`src/sv/ier_pkg.sv`:
```
`default_nettype none
package ier_pkg;

	// message store geometry: two banks so one message can fill while another replies
	localparam int MAX_MESSAGE_WORDS = 64;
	localparam int STORE_DEPTH       = 64;
	localparam int WIDX_W            = 6;
	localparam int WCNT_W            = WIDX_W + 1;
	localparam int NUM_BANKS         = 2;
	localparam int BANK_W            = 1;
	localparam int MEM_AW            = BANK_W + WIDX_W;

	// register port
	localparam int APB_AW    = 3;
	localparam int REG_IDX_W = APB_AW - 2;
	localparam logic [REG_IDX_W-1:0] REG_IFACE_ADDR = REG_IDX_W'(0);

	// ICMP types
	localparam logic [7:0] ICMP_ECHO_REQUEST = 8'd8;
	localparam logic [7:0] ICMP_ECHO_REPLY   = 8'd0;

	localparam logic [3:0] BEAT_BYTES = 4'd8;

	// store write port, front to back
	typedef struct packed {
		logic              en;
		logic [MEM_AW-1:0] addr;
		logic [63:0]       data;
	} store_wr_t;

	// one accepted echo request waiting for its reply
	typedef struct packed {
		logic [BANK_W-1:0] bank;
		logic [WCNT_W-1:0] nwords;
		logic [3:0]        last_bytes;
		logic [7:0]        code;
		logic [15:0]       cks;
		logic [31:0]       src;
	} reply_desc_t;

	// fold a wide sum back to 16 bits with end-around carry
	function automatic logic [15:0] oc_fold(input logic [18:0] t);
		logic [16:0] f;
		f = 17'(t[15:0]) + 17'(t[18:16]);
		return f[15:0] + 16'(f[16]);
	endfunction

endpackage
`default_nettype wire

```
`src/sv/ier_if.sv`:
```
`default_nettype none
// request beats into the block
interface ier_in_if;
	logic        valid;
	logic        ready;
	logic [63:0] data_word;
	logic [3:0]  valid_bytes;
	logic        last_word;
	logic [31:0] source_address;
	logic [31:0] destination_address;

	modport source (output valid, data_word, valid_bytes, last_word, source_address,
		destination_address, input ready);
	modport sink (input valid, data_word, valid_bytes, last_word, source_address,
		destination_address, output ready);
endinterface

`default_nettype wire

```
`src/sv/ier_front.sv`:
```
`default_nettype none
module ier_front import ier_pkg::*; (
	input  wire         clk,
	input  wire         arst_n,
	ier_in_if.sink      req,
	input  wire         q_full,
	output logic        q_push,
	output reply_desc_t q_desc,
	output store_wr_t   st_wr
);

	logic [WCNT_W-1:0] wc_q;
	logic [15:0]       run_sum_q;
	logic [15:0]       rep_sum_q;
	logic              ovf_q;
	logic              fin_q;
	logic [3:0]        fin_vb_q;
	logic [BANK_W-1:0] bank_q;
	logic [7:0]        type_q;
	logic [7:0]        code_q;
	logic [31:0]       src_q;

	logic        acc;
	logic [3:0]  vb;
	logic [63:0] mask;
	logic [63:0] wm;
	logic        first;
	logic        full_cnt;
	logic [15:0] run_nxt;
	logic [15:0] rep_nxt;
	logic [15:0] sum_code;
	logic        msg_ok;

	// no beat while a message finishes, and none while both banks are taken
	assign req.ready = !fin_q && !q_full;
	assign acc       = req.valid && req.ready;

	// effective byte count and masking of unused bytes
	always_comb begin
		if (!req.last_word || req.valid_bytes > BEAT_BYTES) begin
			vb = BEAT_BYTES;
		end else begin
			vb = req.valid_bytes;
		end
		for (int i = 0; i < 8; i++) begin
			mask[63-8*i -: 8] = (4'(i) < vb) ? 8'hFF : 8'h00;
		end
	end

	assign wm       = req.data_word & mask;
	assign first    = (wc_q == '0);
	assign full_cnt = (wc_q == WCNT_W'(MAX_MESSAGE_WORDS));

	// checksum sums; the reply sum skips type, code and checksum of word 0
	assign run_nxt = oc_fold(19'(run_sum_q) + 19'(wm[63:48]) + 19'(wm[47:32])
		+ 19'(wm[31:16]) + 19'(wm[15:0]));
	assign rep_nxt = oc_fold(19'(rep_sum_q)
		+ (first ? 19'd0 : (19'(wm[63:48]) + 19'(wm[47:32])))
		+ 19'(wm[31:16]) + 19'(wm[15:0]));

	// store write
	assign st_wr.en   = acc && !full_cnt;
	assign st_wr.addr = {bank_q, wc_q[WIDX_W-1:0]};
	assign st_wr.data = wm;

	// end of message checks and reply descriptor
	assign msg_ok = !ovf_q
		&& !(wc_q == WCNT_W'(1) && fin_vb_q < BEAT_BYTES)
		&& run_sum_q == 16'hFFFF
		&& type_q == ICMP_ECHO_REQUEST;
	assign sum_code = oc_fold(19'(rep_sum_q) + 19'(code_q));
	assign q_push   = fin_q && msg_ok;

	always_comb begin
		q_desc.bank       = bank_q;
		q_desc.nwords     = (fin_vb_q == '0) ? wc_q - WCNT_W'(1) : wc_q;
		q_desc.last_bytes = (fin_vb_q == '0) ? BEAT_BYTES : fin_vb_q;
		q_desc.code       = code_q;
		q_desc.cks        = ~sum_code;
		q_desc.src        = src_q;
	end

	// message state
	always_ff @(posedge clk or negedge arst_n) begin
		if (!arst_n) begin
			wc_q      <= '0;
			run_sum_q <= '0;
			rep_sum_q <= '0;
			ovf_q     <= 1'b0;
			fin_q     <= 1'b0;
			fin_vb_q  <= '0;
			bank_q    <= '0;
		end else if (fin_q) begin
			wc_q      <= '0;
			run_sum_q <= '0;
			rep_sum_q <= '0;
			ovf_q     <= 1'b0;
			fin_q     <= 1'b0;
			if (msg_ok) begin
				bank_q <= bank_q + BANK_W'(1);
			end
		end else if (acc) begin
			if (full_cnt) begin
				ovf_q <= 1'b1;
			end else begin
				wc_q      <= wc_q + WCNT_W'(1);
				run_sum_q <= run_nxt;
				rep_sum_q <= rep_nxt;
			end
			if (req.last_word) begin
				fin_q    <= 1'b1;
				fin_vb_q <= vb;
			end
		end
	end

	// header fields taken from the first beat
	always_ff @(posedge clk) begin
		if (acc && first) begin
			src_q  <= req.source_address;
			type_q <= wm[63:56];
			code_q <= wm[55:48];
		end
	end

endmodule
`default_nettype wire

```
`src/flat_wrapper.sv`:
```
// flat-port wrapper written by rule: the top's interface ports become plain ports
module ier_front_flat import ier_pkg::*;
  (clk, arst_n, q_full, q_push, q_desc, st_wr, req_valid, req_data_word, req_valid_bytes, req_last_word, req_source_address, req_destination_address, req_ready);
  ier_in_if req_i ();
  input  wire clk;
  input  wire arst_n;
  input  wire q_full;
  output logic q_push;
  output reply_desc_t q_desc;
  output store_wr_t st_wr;
  input wire logic [$bits(req_i.valid)-1:0] req_valid;
  input wire logic [$bits(req_i.data_word)-1:0] req_data_word;
  input wire logic [$bits(req_i.valid_bytes)-1:0] req_valid_bytes;
  input wire logic [$bits(req_i.last_word)-1:0] req_last_word;
  input wire logic [$bits(req_i.source_address)-1:0] req_source_address;
  input wire logic [$bits(req_i.destination_address)-1:0] req_destination_address;
  output wire logic [$bits(req_i.ready)-1:0] req_ready;
  assign req_i.valid = req_valid;
  assign req_i.data_word = req_data_word;
  assign req_i.valid_bytes = req_valid_bytes;
  assign req_i.last_word = req_last_word;
  assign req_i.source_address = req_source_address;
  assign req_i.destination_address = req_destination_address;
  assign req_ready = req_i.ready;
  ier_front u_core (.clk(clk), .arst_n(arst_n), .req(req_i), .q_full(q_full), .q_push(q_push), .q_desc(q_desc), .st_wr(st_wr));
endmodule
```
`config.mk`:
```
export PLATFORM = sky130hd
export DESIGN_NAME = ier_front_flat
export DESIGN_NICKNAME = d
export VERILOG_FILES = /design/src/sv/ier_pkg.sv /design/src/sv/ier_if.sv /design/src/sv/ier_front.sv /design/src/flat_wrapper.sv
export SDC_FILE = /design/constraint.sdc
export NUM_CORES = 1
export LEC_CHECK = 0
export CORE_MARGIN = 1.5
export CORE_UTILIZATION = 40
export DETAILED_ROUTE_END_ITERATION = 10
export DONT_BUFFER_PORTS = 1
export GPL_TIMING_DRIVEN = 0
export PLACE_DENSITY = 0.53
export SETUP_SLACK_MARGIN = 0.02
export SLEW_MARGIN = 20
export SYNTH_ARGS = -nofsm -noshare
export SYNTH_HDL_FRONTEND = slang
export SYNTH_SLANG_ARGS = --single-unit
export TNS_END_PERCENT = 30
```
`constraint.sdc`:
```
create_clock -name clk -period 18.35 [get_ports clk]
set_input_delay 0 -clock clk [delete_from_list [all_inputs] [get_ports clk]]
set_output_delay 0 -clock clk [all_outputs]
set_load 0.03 [all_outputs]
```
==> flow_metrics.env <==
export IMPL_status="finished, final reports clean"
export IMPL_required_ns=18.56
export IMPL_route_detailed_drc=0
export IMPL_relSlewSlack=0.301
export IMPL_drtAntennaViolNets=0
export IMPL_via_count_of_the_first_global_routing_pass=9236
export IMPL_grt_util_met2=0.412
export IMPL_synth_lib_cells_used_distinct=87
export IMPL_core_area_um2=27700
export IMPL_async_flop_share=0.489
export IMPL_crit_share_post_route=0.611
export IMPL_crit_path_start_kind="primary input"
export IMPL_clkSinkCount=94
export IMPL_detailed_place_hpwl_um=28700
export IMPL_detail_route_wirelength_um=34600
export IMPL_timing_max_cap_violations=0
export IMPL_synth_net_count=1591
export IMPL_critical_path_max_stage_delay_ns=0.75
export IMPL_grt_use_met3=0.0591
export IMPL_die_w_um=170
export IMPL_grt_max_degree=47
export IMPL_synthesis_area_per_instance_um2=8.64
export IMPL_placedCellCount=1677
export IMPL_dieArea_um2=29000
export IMPL_report_final_setup_viol=0
export IMPL_final_critical_delay_including_setup_and_external_delays_ns=11.22
export IMPL_yosys_area_top_type_share=0.129
export IMPL_setup_tns_ns=0
export IMPL_detail_route_vias_per_cell=5.51
export IMPL_timing_fmax_mhz=89.1
export IMPL_depth_of_the_cts_h_tree=3
export IMPL_floorplan_die_height_um=170
export IMPL_worst_clock_skew_ns=0.0135
export IMPL_synth_main_ff_cell="sky130_fd_sc_hd__edfxtp_1"
export IMPL_path_class="primary input to register"
export IMPL_min_delay_path_class="primary input to output pin"
export IMPL_crit_fanout=10
export IMPL_post_synth_instance_area_um2=11200
export IMPL_row_count=61
export IMPL_drt_first_pass_iters=5
export IMPL_grt_util_all_layers=0.238
export IMPL_cts_buffer_depth=2
export IMPL_floorplan_initialDensity=0.404
export IMPL_grt_setup_unrepaired="no"
export IMPL_grt_overflow_total=0
export IMPL_yosysTopAreaCell="sky130_fd_sc_hd__edfxtp_1"
export IMPL_final_cells=1741
export IMPL_gp_congestion=0.945
export IMPL_n_fill_cell=2801
export IMPL_clk_pin_slew_worst_paths_ns=0.07
export IMPL_numCtsBuffers=9
export IMPL_pin_count=279
export IMPL_drt_iter0_markers=607
export IMPL_cpMaxStageDelayCell="sky130_fd_sc_hd__nor4_1"
export IMPL_hold_violations=0
export IMPL_wire_length_of_the_first_global_routing_pass_um=51900
export IMPL_vias_after_detailed_routing=9597
export IMPL_synthTopCellsByArea="sky130_fd_sc_hd__edfxtp_1 (13%), sky130_fd_sc_hd__fa_1 (12%), sky130_fd_sc_hd__dfrtp_1 (10%)"
export IMPL_slew_violations=0
export IMPL_cts_root_buf="sky130_fd_sc_hd__clkbuf_16"
export IMPL_drive_gt1_frac=0.0471
export IMPL_area_growth_syn_to_layout_pct=12.1
export IMPL_cts_resized=0
export IMPL_clock_insertion_delay_worst_skew_ns=0.36
export IMPL_synthCells=1297
export IMPL_cp_arrival_ns=11.43
export IMPL_number_of_nets_in_the_layout=1649
export IMPL_actual_slew_at_the_worst_max_slew_pin_ns=1.05
export IMPL_grt_use_met1=0.290
export IMPL_gr_max_usage_layer="met2"
export IMPL_synth_edf_count=48
export IMPL_seq_area_frac_synth=0.231
export IMPL_synth_warning_count=0
export IMPL_post_dr_wirelength_cell_um=19.9
export IMPL_setup_worst_path_end_class="register"
export IMPL_antenna_found_initial=4
export IMPL_tritoncts_clock_tree="done"
export IMPL_ys_ff_latch=94
export IMPL_buffer_ports_inserted=0
[cell usage after synthesis (4+ instances only)]
library cell	n
sky130_fd_sc_hd__nand4b_1	5
sky130_fd_sc_hd__nand4_1	17
sky130_fd_sc_hd__fa_1	67
sky130_fd_sc_hd__xnor2_1	84
sky130_fd_sc_hd__a31oi_1	13
sky130_fd_sc_hd__ha_1	90
sky130_fd_sc_hd__o31ai_1	7
sky130_fd_sc_hd__or2_2	14
sky130_fd_sc_hd__or3_1	9
sky130_fd_sc_hd__o21bai_1	5
sky130_fd_sc_hd__nor4_1	11
sky130_fd_sc_hd__o21ai_1	5
sky130_fd_sc_hd__o21ai_0	61
sky130_fd_sc_hd__a2111oi_0	5
sky130_fd_sc_hd__nor3_1	29
sky130_fd_sc_hd__nand2b_1	13
sky130_fd_sc_hd__nand3_1	64
sky130_fd_sc_hd__nor2b_1	20
sky130_fd_sc_hd__o21a_1	21
sky130_fd_sc_hd__a21oi_1	56
sky130_fd_sc_hd__inv_1	156
sky130_fd_sc_hd__o211ai_1	11
sky130_fd_sc_hd__xor2_1	46
sky130_fd_sc_hd__a21boi_0	6
sky130_fd_sc_hd__a211o_1	8
sky130_fd_sc_hd__dfrtp_1	46
sky130_fd_sc_hd__a21o_1	17
sky130_fd_sc_hd__and3_1	14
sky130_fd_sc_hd__edfxtp_1	48
sky130_fd_sc_hd__maj3_1	4
sky130_fd_sc_hd__mux2i_1	4
sky130_fd_sc_hd__buf_4	9
sky130_fd_sc_hd__a211oi_1	13
sky130_fd_sc_hd__and2_1	27
sky130_fd_sc_hd__and4_1	5
sky130_fd_sc_hd__a311oi_1	4
sky130_fd_sc_hd__nor3b_1	4
sky130_fd_sc_hd__nor2_1	79
sky130_fd_sc_hd__nand2_1	113
sky130_fd_sc_hd__clkbuf_1	21
[repair_timing]
action,CTS,global route
setup buffers,0,0
hold endpoints to repair,84,0
hold buffers,45,0
[cell type report]
type                       count  area [µm²]  share of cell area
timing repair buffer          47         523              0.0416
clock buffer                  10         229              0.0182
clock inverter                 6         115             0.00916
inverter                     157         589              0.0469
sequential                    94        2590               0.206
buffer                        34         173              0.0137
tap                          378         473              0.0376
antenna                        3        7.51            0.000597
multi-input combinational   1012        7860               0.626
[metal layers]
layer | wire length (µm) | vias up
met5 | 13 | -
met4 | 979 | 2
met3 | 2240 | 44
met2 | 17300 | 257
met1 | 14100 | 4637
li1 | - | 4657
[kinds of logic (layout without fill, tap and decap cells)]
group,count (synthesis),count (layout),share of synthesized area
AOI/OAI and AO/OA,274,274,0.167
xor gates and xnor gates,132,132,0.106
adders and majority gates,161,161,0.224
buffers and inverters,191,254,0.0680
DFF,94,94,0.231
muxes,4,4,0.00357
other,0,3,0
and+or+nand+nor,441,441,0.201
[state kept, by name, indices dropped and copies added (netlist names), 4 cells and up]
register          flops
u_core.src_q         32
u_core.rep_sum_q     16
u_core.run_sum_q     16
u_core.code_q         8
u_core.type_q         8
u_core.wc_q           7
u_core.fin_vb_q       4
[final timing paths]
path                                     from                    to  slack, ns  cells past startpoint
setup reg to reg               u_core.wc_q[3]  u_core.rep_sum_q[15]       8.00                     34
setup / recovery           req_valid_bytes[1]  u_core.rep_sum_q[15]       7.13                     40
max in group asynchronous              arst_n  u_core.run_sum_q[12]      17.92                      2
hold / removal                         q_full             req_ready       0.13                      1
hold reg to reg                 u_core.bank_q         u_core.bank_q       0.53                      1
min in group asynchronous              arst_n        u_core.wc_q[1]       0.19                      2
[cell usage in the layout (no fill, tap or decap), drive strengths merged, types with 30 or more instances in the layout]
cell type    count
inv            158
nand2          113
ha              90
xnor2           84
nor2            79
fa              67
o21ai           67
nand3           64
a21oi           56
edfxtp          48
xor2            46
dfrtp           46
dlygate4sd3     44
clkbuf          32
nor3            30
[critical path: cells and delay by family]
| kind | cells | cell delay (ns) |
|---|---|---|
| AO/OA/AOI/OAI | 12 | 2.84 |
| XOR/XNOR | 2 | 0.70 |
| adder cells (fa/ha/maj) | 7 | 2.55 |
| buffers and inverters | 5 | 0.87 |
| AND/OR/NAND/NOR | 14 | 4.46 |
[through the flow]
step | setup WS (ns) | utilization | hold slack [ns] | area, µm²
5_1_grt | 6.59 | 0.453 | 0.135 | 12600
3_5_place_dp | 6.88 | 0.424 | -0.293 | 11700
3_3_place_gp | 6.88 | 0.421 | -0.293 | 11700
6_report | 7.13 | 0.454 | 0.129 | 12600
4_1_cts | 7.19 | 0.453 | 0.123 | 12600
2_1_floorplan | 9.23 | - | -0.296 | 11200
Power is left out: the tool's default activity adds up to more than one toggle a clock period on the data nets, which glitch-free logic cannot reach.
