**src/sv/ier_pkg.sv**
```systemverilog
`default_nettype none
package ier_pkg;

	// message store geometry: two banks so one message can fill while another replies
	localparam int MAX_MESSAGE_WORDS = 64;
	localparam int STORE_DEPTH       = 64;
	localparam int WIDX_W            = 6;
	localparam int WCNT_W            = WIDX_W + 1;
	localparam int NUM_BANKS         = 2;
	localparam int BANK_W            = 1;
	localparam int MEM_AW            = BANK_W + WIDX_W;

	// register port
	localparam int APB_AW    = 3;
	localparam int REG_IDX_W = APB_AW - 2;
	localparam logic [REG_IDX_W-1:0] REG_IFACE_ADDR = REG_IDX_W'(0);

	// ICMP types
	localparam logic [7:0] ICMP_ECHO_REQUEST = 8'd8;
	localparam logic [7:0] ICMP_ECHO_REPLY   = 8'd0;

	localparam logic [3:0] BEAT_BYTES = 4'd8;

	// store write port, front to back
	typedef struct packed {
		logic              en;
		logic [MEM_AW-1:0] addr;
		logic [63:0]       data;
	} store_wr_t;

	// one accepted echo request waiting for its reply
	typedef struct packed {
		logic [BANK_W-1:0] bank;
		logic [WCNT_W-1:0] nwords;
		logic [3:0]        last_bytes;
		logic [7:0]        code;
		logic [15:0]       cks;
		logic [31:0]       src;
	} reply_desc_t;

	// fold a wide sum back to 16 bits with end-around carry
	function automatic logic [15:0] oc_fold(input logic [18:0] t);
		logic [16:0] f;
		f = 17'(t[15:0]) + 17'(t[18:16]);
		return f[15:0] + 16'(f[16]);
	endfunction

endpackage
`default_nettype wire

```
**src/sv/ier_queue.sv**
```systemverilog
`default_nettype none
module ier_queue import ier_pkg::*; (
	input  wire         clk,
	input  wire         arst_n,
	input  wire         push,
	input  wire reply_desc_t din,
	input  wire         pop,
	output logic        head_valid,
	output reply_desc_t head,
	output logic        full
);

	reply_desc_t       ent_q [NUM_BANKS];
	logic [BANK_W-1:0] wp_q;
	logic [BANK_W-1:0] rp_q;
	logic [BANK_W:0]   cnt_q;

	assign head_valid = (cnt_q != '0);
	assign full       = (cnt_q == (BANK_W+1)'(NUM_BANKS));
	assign head       = ent_q[rp_q];

	// pointers and fill level; an entry stays until its reply is fully sent
	always_ff @(posedge clk or negedge arst_n) begin
		if (!arst_n) begin
			wp_q  <= '0;
			rp_q  <= '0;
			cnt_q <= '0;
		end else begin
			if (push) begin
				wp_q <= wp_q + BANK_W'(1);
			end
			if (pop) begin
				rp_q <= rp_q + BANK_W'(1);
			end
			case ({push, pop})
				2'b10:   cnt_q <= cnt_q + (BANK_W+1)'(1);
				2'b01:   cnt_q <= cnt_q - (BANK_W+1)'(1);
				default: cnt_q <= cnt_q;
			endcase
		end
	end

	always_ff @(posedge clk) begin
		if (push) begin
			ent_q[wp_q] <= din;
		end
	end

endmodule
`default_nettype wire

```
**config.mk**
```make
export PLATFORM = sky130hd
export DESIGN_NAME = ier_queue
export DESIGN_NICKNAME = d
export VERILOG_FILES = /design/src/sv/ier_pkg.sv /design/src/sv/ier_queue.sv
export SDC_FILE = /design/constraint.sdc
export NUM_CORES = 1
export LEC_CHECK = 0
export CORE_UTILIZATION = 29
export CTS_BUF_LIST = sky130_fd_sc_hd__clkbuf_8
export DETAILED_ROUTE_END_ITERATION = 6
export DONT_BUFFER_PORTS = 1
export GPL_TIMING_DRIVEN = 0
export PLACE_DENSITY = 0.41
export SLEW_MARGIN = 25
export SYNTH_ARGS = -nofsm -noshare
export SYNTH_HDL_FRONTEND = slang
export SYNTH_SLANG_ARGS = --single-unit
```
**constraint.sdc**
```tcl
create_clock -name clk -period 9.8 [get_ports clk]
set_input_delay 0.98 -clock clk [delete_from_list [all_inputs] [get_ports clk]]
set_output_delay 0.98 -clock clk [all_outputs]
set_load 0.01 [all_outputs]
```
==> results.sh, run 1 <==
export IMPL_critPathMaxStageDelay_ps=420
export IMPL_leakage_nw=1.95
export IMPL_clock_skew_ps=6.46
export IMPL_setup_viol=0
export IMPL_yosysSeqAreaShare_pct=81.5
export IMPL_antenna_cells=0
export IMPL_boundaryPins=142
export IMPL_cts_buffers_inserted=17
export IMPL_ys_top_cells_by_area="edfxtp_1, mux2_2, mux2_4"
export IMPL_rsz0062_at_grt="false"
export IMPL_max_slew_margin_pct=71.2
export IMPL_powerDensity_mw_per_mm2=287
export IMPL_wire_per_inst_um=18.2
export IMPL_worst_path_buf_inv=2
export IMPL_grt_overflow_total=0
export IMPL_status="finished clean"
export IMPL_setup_tns_final_ps=0
export IMPL_routabilityCongestion=0.665
export IMPL_syn_inst=228
export IMPL_synth_seq_cells=140
export IMPL_synth_edf_count=136
export IMPL_power_frac_seq_pct=48.4
export IMPL_worst_path_max_fanout=10
export IMPL_synthDistinctLibCells=15
export IMPL_synth_nets=301
export IMPL_final_period_utilization_pct=26.2
export IMPL_grt_max_degree=43
export IMPL_min_path_type="input port to asynchronous set/reset pin"
export IMPL_wl_mm=8.94
export IMPL_worst_pin_slew_ps=431
export IMPL_chipHeight_um=135
export IMPL_synthesis_area_mm2=0.00514
export IMPL_cts_tree="yes"
export IMPL_crit_type="flop to output pin"
export IMPL_drv_cap=0
export IMPL_p_clk_share_pct=24.2
export IMPL_end_kind="output pin"
export IMPL_remaining_drc_errors=0
export IMPL_swShare_pct=29.7
export IMPL_initial_utilization_pct=29.7
export IMPL_pwr_share_comb_pct=27.5
export IMPL_port_buffers=0
export IMPL_cts_resized=0
export IMPL_vdd_ir_drop_max_mv=0.0971
export IMPL_die_area_mm2=0.0182
export IMPL_async_flop_share_pct=2.86
export IMPL_path_clk_slew_ps=80
export IMPL_maxSlewViolCount=0
export IMPL_finalHoldViolCount=0
export IMPL_cp_top_family="multiplexers"
export IMPL_drt_iter0_drc=73
export IMPL_start_kind="flop"
export IMPL_grtUsageTotal_pct=10.3
export IMPL_cts_htree_levels=4
export IMPL_core_region_area_mm2=0.0173
export IMPL_met1_usage_pct=10.9
export IMPL_crit_slowest_cell="mux2_2"
export IMPL_crit_required_ps=8820
export IMPL_cts_hold_buf=0
export IMPL_final_antenna_net_count=0
export IMPL_clkLatencyLatePin_ps=430
export IMPL_crit_arrival_ps=1590
export IMPL_p_total_mw=1.69
export IMPL_grt_pass1_wl_mm=13.2
export IMPL_grt_pass1_vias=2228
export IMPL_cts_sinks=140
export IMPL_syn_to_final_growth_pct=14.8
export IMPL_busiest_layer="met2"
export IMPL_row_count=48
export IMPL_antenna_found_initial=0
export IMPL_intPower_mw=1.19
export IMPL_synth_ff_type="edfxtp_1"
export IMPL_synth_top_cell_by_area="edfxtp_1"
export IMPL_postCtsSetupBuffers=0
export IMPL_met2_usage_pct=15.9
export IMPL_synth_top_cell_area_share_pct=79.5
export IMPL_drt_pre_antenna_iters=3
export IMPL_switching_power_uw=504
export IMPL_dieWidth_um=135
export IMPL_hpwl_mm=5.81
export IMPL_vias=2096
export IMPL_synth_common_cells="edfxtp_1, mux2_2, mux2_4"
export IMPL_crit_path_cell_trace="buf_6, buf_2, mux2_2"
export IMPL_grt_use_met3_pct=6.91
export IMPL_clockBufferDepth=2
export IMPL_ys_warn_count=0
export IMPL_final_nets=325
export IMPL_synth_most_common_cell="edfxtp_1"
export IMPL_vias_per_cell=4.28
export IMPL_cts_root_buf="clkbuf_8"
export IMPL_whs_ps=236
export IMPL_avgSynthCellArea_um2=22.5
export IMPL_fmax_mhz=390
export IMPL_period_needed_ps=2570
export IMPL_drive_gt1_share_pct=42.3
## metrics by stage
stage	cell area, um^2	setup WS, ps	utilization [%]	std cells
after CTS	5900	7140	34.1	490
after global routing	5900	7120	34.1	490
after global placement	5420	3300	31.3	453
final	5900	7230	34.1	490
after floorplan	5140	5410	-	228
after detailed placement	5550	7640	32.1	458
## placed cells by master (no fill, tap or decap), types with 2 or more instances in the layout
cell type	count
edfxtp_1	136
mux2_2	58
clkbuf_8	17
mux2_4	10
buf_2	5
clkinv_2	5
inv_1	4
dfrtp_1	4
buf_16	4
xor2_1	3
clkinvlp_4	3
buf_6	2
buf_8	2
xnor2_1	2
## final timing paths
| kind | slack [ps] | to | from | cells after the start |
|---|---|---|---|---|
| setup reg to reg | 8260 | ent_q[1][40] | wp_q | 2 |
| min in group clk | 480 | cnt_q[1] | cnt_q[1] | 1 |
| max in group asynchronous | 9490 | rp_q | arst_n | 0 |
| hold / removal | 240 | cnt_q[0] | arst_n | 0 |
| hold reg to reg | 480 | cnt_q[1] | cnt_q[1] | 1 |
| setup / recovery | 7230 | head[19] | rp_q | 3 |
## worst reg2reg max path: stages, from the launching register on
cell,delay [ps]
dfrtp_1,430
and2_4,460
buf_16,280
## cell type report
| cell class | instances | area, um^2 |
|---|---|---|
| tap | 225 | 282 |
| multi-input combinational | 79 | 896 |
| sequential | 140 | 4180 |
| clock inverter | 15 | 110 |
| inverter | 1 | 3.75 |
| buffer | 8 | 62.6 |
| fill | 1651 | 11400 |
| timing repair buffer | 5 | 125 |
| clock buffer | 17 | 234 |
## sequential cells by signal, indices dropped and copies added, names as in the netlist
register  cells
wp_q          1
cnt_q         2
ent_q       136
rp_q          1
## metal layers
| layer | share of wire (%) | vias to the layer above |
|---|---|---|
| met5 | 0 | - |
| met4 | 1.2 | 0 |
| met3 | 12 | 7 |
| met2 | 49 | 91 |
| met1 | 38 | 1052 |
| li1 | - | 946 |
## power by group through the flow
stage,combinational [mW],sequential [mW],clock (mW)
after floorplan,0.354,0.836,0
after global placement,0.448,0.849,0
after detailed placement,0.483,0.834,0
after CTS,0.485,0.821,0.431
after global routing,0.503,0.830,0.454
final,0.465,0.819,0.409
## logic make-up (layout without fill, tap and decap cells)
logic type / Yosys count / count (layout) / synth area share [%]
xor gates and xnor gates: 5 / 5 / 0.853
adders and majority gates: 1 / 1 / 0.244
buffers and inverters: 9 / 46 / 1.29
DFF: 140 / 140 / 81.5
muxes: 68 / 68 / 15.6
and+or+nand+nor: 5 / 5 / 0.512
Note: power is estimated with default switching activity, not from simulation.
==> inputs of run 2 (changes only) <==
Clock period 9.8 ns to 2.6 ns, I/O delays scaled along.
==> run 2 against run 1 <==
Against the previous run: flip-flop and latch count did not move; highest routed layer unchanged; non-clock buffer count rose by 70; worst hold slack got worse by 180 ps; first-iteration DRC count down 5.5%.
==> results.sh, run 2 (synthesis results as in run 1) <==
export IMPL_crit_arrival_ps=1590
export IMPL_grt_max_degree=46
export IMPL_drv_cap=0
export IMPL_row_count=48
export IMPL_clock_skew_ps=10.5
export IMPL_routabilityCongestion=0.622
export IMPL_fmax_mhz=541
export IMPL_leakage_nw=2.28
export IMPL_whs_ps=57.7
export IMPL_port_buffers=0
export IMPL_worst_path_buf_inv=2
export IMPL_vdd_ir_drop_max_mv=0.426
export IMPL_holdPathStages=2
export IMPL_layout_common_cells="edfxtp_1, dlygate4sd3_1, mux2_2, clkbuf_8, mux2_4"
export IMPL_final_nets=395
export IMPL_worst_path_max_fanout=10
export IMPL_boundaryPins=142
export IMPL_largest_register="ent_q"
export IMPL_die_area_mm2=0.0182
export IMPL_setup_viol=0
export IMPL_antenna_found_initial=0
export IMPL_final_antenna_net_count=0
export IMPL_cts_sinks=140
export IMPL_reg2reg_depth=2
export IMPL_clkLatencyLatePin_ps=430
export IMPL_status="finished clean"
export IMPL_end_kind="output pin"
export IMPL_cts_hold_buf=71
export IMPL_cp_top_family="multiplexers"
export IMPL_clockBufferDepth=2
export IMPL_crit_type="flop to output pin"
export IMPL_multi_input_area_um2=896
export IMPL_stdcell_area_mm2=0.00668
export IMPL_final_period_utilization_pct=71.2
export IMPL_drive_gt1_share_pct=33.7
export IMPL_crit_path_cell_trace="buf_6, buf_2, mux2_2"
export IMPL_grtUsageTotal_pct=10.5
export IMPL_period_needed_ps=1850
export IMPL_worst_pin_slew_ps=708
export IMPL_crit_required_ps=2340
export IMPL_wire_per_inst_um=16.0
export IMPL_remaining_drc_errors=0
export IMPL_swShare_pct=28.6
export IMPL_cts_root_buf="clkbuf_8"
export IMPL_ff_latch_area_mm2=0.00418
export IMPL_intPower_mw=4.85
export IMPL_crit_slowest_cell="mux2_2"
export IMPL_powerDensity_mw_per_mm2=1020
export IMPL_start_kind="flop"
export IMPL_antenna_cells=0
export IMPL_max_slew_margin_pct=52.7
export IMPL_wl_mm=8.96
export IMPL_postLayoutCoreUtil_pct=38.6
export IMPL_syn_to_final_growth_pct=30.0
export IMPL_top_regs="ent_q: 136 flops, cnt_q: 2 flops"
export IMPL_critPathMaxStageDelay_ps=420
export IMPL_drt_pre_antenna_iters=3
export IMPL_path_clk_slew_ps=80
export IMPL_cts_resized=0
export IMPL_vias=2376
export IMPL_placed_cell_area_mm2=0.00554
export IMPL_grt_pass1_wl_mm=13.9
export IMPL_grt_pass1_vias=2626
export IMPL_finalHoldViolCount=0
export IMPL_cts_htree_levels=4
export IMPL_drt_iter0_drc=69
export IMPL_switching_power_mw=1.94
export IMPL_core_region_area_mm2=0.0173
export IMPL_postCtsSetupBuffers=0
export IMPL_min_path_type="input port to flop"
export IMPL_cts_buffers_inserted=17
export IMPL_vias_per_cell=4.24
export IMPL_largest_reg_flops=136
export IMPL_setup_tns_final_ps=0
export IMPL_pwr_share_comb_pct=26.9
export IMPL_chipHeight_um=135
export IMPL_cts_tree="yes"
export IMPL_grt_overflow_total=0
export IMPL_fillCellCount=1627
export IMPL_final_common_cell="edfxtp_1"
export IMPL_hpwl_mm=5.73
export IMPL_p_clk_share_pct=27.7
export IMPL_cp_depth=3
export IMPL_dieWidth_um=135
export IMPL_power_frac_seq_pct=45.4
export IMPL_initial_utilization_pct=29.7
export IMPL_maxSlewViolCount=0
export IMPL_rsz0062_at_grt="false"
## run 2: power groups by stage
stage | combinational (mW) | sequential (mW) | clock [mW]
6_report | 1.83 | 3.09 | 1.88
5_1_grt | 1.99 | 3.13 | 2.04
3_3_place_gp | 1.68 | 3.17 | 0
4_1_cts | 1.90 | 3.09 | 1.96
2_1_floorplan | 1.34 | 3.14 | 0
3_5_place_dp | 1.80 | 3.14 | 0
## run 2: final timing paths
check | start | end | slack (ps)
worst max-delay path | rp_q | head[3] | 750
worst min-delay path | pop | cnt_q[0] | 60
worst max register to register | wp_q | ent_q[0][22] | 1030
worst min register to register | cnt_q[1] | cnt_q[1] | 490
max in group asynchronous | arst_n | wp_q | 2320
min in group asynchronous | arst_n | cnt_q[1] | 100
## run 2: worst register-to-register path: stages (launching register included)
cell,delay [ps]
dfrtp_1,430
nor2_4,590
buf_16,250
## run 2: cell type report
type | instances | share of cell area, %
Buffer | 8 | 0.937
Clock buffer | 17 | 3.50
Clock inverter | 15 | 2.94
Inverter | 1 | 0.0562
Multi-Input combinational cell | 79 | 13.4
Sequential cell | 140 | 62.6
Tap cell | 225 | 4.22
Timing Repair Buffer | 75 | 12.3
## run 2: metrics by stage
stage          power (mW)  cells  setup slack, ps
2_1_floorplan        4.48    228              145
3_3_place_gp         4.86    453             -958
3_5_place_dp         4.94    457             1010
4_1_cts              6.96    560              666
5_1_grt              7.16    560              622
6_report             6.80    560              750
## run 2: routing by layer
metal / part of all wire [%] / GRT usage, %
met4: 1.2 / 4.87
met5: 0 / 0
met1: 40 / 11.4
met2: 49 / 16.9
met3: 9.8 / 5.59
==> inputs of run 3 (changes only) <==
Settings changed: ABC_AREA from default to 1, PLACE_DENSITY 0.41 to 0.42.
Clock period 2.6 ns to 1.6 ns, I/O delays scaled along.
==> run 3 against run 2 <==
Against the previous run: setup slack worse by 750 ps; register-to-register slack worse by 740 ps; utilization up 4.9 points; largest cell class unchanged; cell count up 29%; largest power group unchanged; the run now ends with negative setup slack left; critical path type unchanged.
==> results.sh, run 3 <==
export IMPL_status="complete, but fails checks"
export IMPL_violations="negative setup slack"
export IMPL_clock_skew_ps=9.09
export IMPL_final_common_cell="edfxtp_1"
export IMPL_synth_top_family_by_area="buffers and inverters"
export IMPL_dieWidth_um=136
export IMPL_synth_most_common_cell="edfxtp_1"
export IMPL_crit_arrival_ps=1440
export IMPL_muxShareOfSynthArea_pct=0
export IMPL_startpoint="rp_q"
export IMPL_fmax_mhz=624
export IMPL_worst_path_max_fanout=10
export IMPL_cts_htree_levels=4
export IMPL_port_buffers=0
export IMPL_crit_type="flop to output pin"
export IMPL_cts_tree="yes"
export IMPL_routabilityCongestion=0.713
export IMPL_fillCellCount=1594
export IMPL_synth_compound_area_share_pct=6.50
export IMPL_synthSimpleGateAreaFrac_pct=5.66
export IMPL_row_count=48
export IMPL_rrSetupSlack_ps=290
export IMPL_top_regs="ent_q: 136 flops, cnt_q: 2 flops"
export IMPL_wire_per_inst_um=15.8
export IMPL_worst_pin_slew_ps=227
export IMPL_synthXorXnorAreaFrac_pct=0.502
export IMPL_clkLatencyLatePin_ps=430
export IMPL_powerDensity_mw_per_mm2=1720
export IMPL_final_antenna_net_count=0
export IMPL_r2r_start="wp_q"
export IMPL_final_nets=554
export IMPL_drt_iter0_drc=129
export IMPL_start_kind="flop"
export IMPL_drt_pre_antenna_iters=4
export IMPL_setup_viol=1
export IMPL_min_path_type="input port to flop"
export IMPL_grt_overflow_total=0
export IMPL_end_kind="output pin"
export IMPL_boundaryPins=142
export IMPL_finalHoldViolCount=0
export IMPL_synthesis_area_mm2=0.00524
export IMPL_p_total_mw=13.1
export IMPL_synth_common_cells="edfxtp_1, inv_1, nand2_1"
export IMPL_pwr_share_comb_pct=38.5
export IMPL_synth_top_cell_area_share_pct=78.0
export IMPL_grt_use_met3_pct=6.04
export IMPL_whs_ps=59.0
export IMPL_rsz0062_at_grt="true"
export IMPL_synthAdderAreaFrac_pct=0.239
export IMPL_vdd_ir_drop_max_mv=0.864
export IMPL_cts_buffers_inserted=17
export IMPL_largest_register="ent_q"
export IMPL_wl_mm=11.4
export IMPL_busiest_layer="met2"
export IMPL_initial_utilization_pct=30.0
export IMPL_syn_to_final_growth_pct=45.1
export IMPL_vias=3099
export IMPL_synth_ff_type="edfxtp_1"
export IMPL_drive_gt1_share_pct=25.5
export IMPL_core_region_area_mm2=0.0175
export IMPL_cp_top_family="flip-flops"
export IMPL_reg2reg_to="ent_q[0][16]"
export IMPL_syn_inst=379
export IMPL_clockBufferDepth=2
export IMPL_worstHoldEndpoint="ent_q[1][64]"
export IMPL_maxSlewViolCount=0
export IMPL_holdPathStages=2
export IMPL_intPower_mw=8.37
export IMPL_chipHeight_um=136
export IMPL_remaining_drc_errors=0
export IMPL_synth_top_cell_by_area="edfxtp_1"
export IMPL_grtUsageTotal_pct=12.9
export IMPL_synth_edf_count=136
export IMPL_swShare_pct=36.0
export IMPL_ys_top_cells_by_area="edfxtp_1, o21ai_1, inv_1"
export IMPL_met2_usage_pct=21.4
export IMPL_avgSynthCellArea_um2=13.8
export IMPL_cts_root_buf="clkbuf_8"
export IMPL_drv_cap=0
export IMPL_async_flop_share_pct=2.86
export IMPL_largest_reg_flops=136
export IMPL_cts_sinks=140
export IMPL_leakage_nw=2.85
export IMPL_power_frac_seq_pct=38.6
export IMPL_holdCritStartpoint="push"
export IMPL_crit_required_ps=1440
export IMPL_hpwl_mm=7.16
export IMPL_switching_power_mw=4.71
export IMPL_grt_max_degree=29
export IMPL_grt_pass1_wl_mm=17.2
export IMPL_die_area_mm2=0.0186
export IMPL_ys_warn_count=0
export IMPL_antenna_found_initial=1
export IMPL_grt_pass1_vias=3263
export IMPL_path_clk_slew_ps=80
export IMPL_critPathMaxStageDelay_ps=430
export IMPL_synth_seq_cells=140
export IMPL_worst_path_buf_inv=2
export IMPL_reg2reg_depth=3
export IMPL_p_clk_share_pct=22.9
export IMPL_max_slew_margin_pct=84.8
export IMPL_final_period_utilization_pct=100
export IMPL_synth_nets=452
export IMPL_vias_per_cell=4.30
export IMPL_synthDistinctLibCells=14
export IMPL_period_needed_ps=1600
export IMPL_yosysSeqAreaShare_pct=79.9
export IMPL_crit_slowest_cell="dfrtp_1"
export IMPL_setup_slack_ps=-1.87
export IMPL_crit_path_cell_trace="buf_12, buf_6, o21ai_4"
export IMPL_met1_usage_pct=14.1
export IMPL_layout_common_cells="edfxtp_1, inv_1, nand2_1, dlygate4sd3_1, o21ai_4"
-- run 3: metrics by stage --
stage	setup TNS (ps)	std cells	util, %	area, um^2	worst slack, ps
6_report	-1.87	720	43.5	7600	-1.87
5_1_grt	-4250	720	43.5	7600	-81.8
4_1_cts	-2980	716	42.2	7380	-102
3_5_place_dp	-3310	609	32.3	5650	-153
3_3_place_gp	-138030	604	31.6	5530	-1060
2_1_floorplan	-34920	379	-	5250	-266
-- run 3: layer usage --
layer  vias up  routed length (um)
met4         0                 116
met5         -                   0
met3         7                 981
met1      1503                4450
met2       107                5850
li1       1482                   -
-- run 3: what timing repair did --
item / CTS / global route
hold buffers: 72 / 0
endpoints found under the hold margin: 143 / 0
buffers inserted: 3 / 3
endpoints found under the setup margin: 90 / 115
pin swaps: 11 / 9
resized for setup: 112 / 43
-- run 3: power by group through the flow --
stage	sequential [mW]	combinational (mW)	clock (mW)
global route	5.11	5.45	3.26
floorplan	5.11	2.14	0
CTS	5.04	4.65	3.13
detailed placement	5.12	3.16	0
finish	5.04	5.03	3.00
global placement	5.15	2.95	0
-- run 3: layout make-up --
cell class              count  area, um^2  share of cell area [%]
well taps                 225         282                    3.71
repair buffers             83         893                    11.8
clock buffers              17         234                    3.08
flip-flops and latches    140        4180                    55.1
inverters                  74         282                    3.71
multi-input cells         150        1350                    17.7
clock inverters            15         181                    2.39
plain buffers              15         193                    2.54
diodes                      1        2.50                  0.0329
-- run 3: logic make-up after synthesis --
| group | after synthesis |
|---|---|
| AOI/OAI and AO/OA | 68 |
| xor gates and xnor gates | 3 |
| adders and majority gates | 1 |
| buffers and inverters | 89 |
| DFF | 140 |
| and+or+nand+nor | 78 |
-- run 3: how the worst max path moves through the flow --
stage / endpoint / slack, ps / depth (start not counted)
2_1_floorplan: ent_q[1][0] / -270 / 2
3_3_place_gp: ent_q[1][11] / -1060 / 2
3_5_place_dp: ent_q[0][11] / -150 / 3
4_1_cts: head[54] / -100 / 3
5_1_grt: head[61] / -80 / 3
6_report: head[48] / -2 / 3
-- run 3: worst register-to-register path: stages (launching register included) --
cell	delay (ps)
dfrtp_1	440
nor2_4	180
buf_16	180
buf_12	200
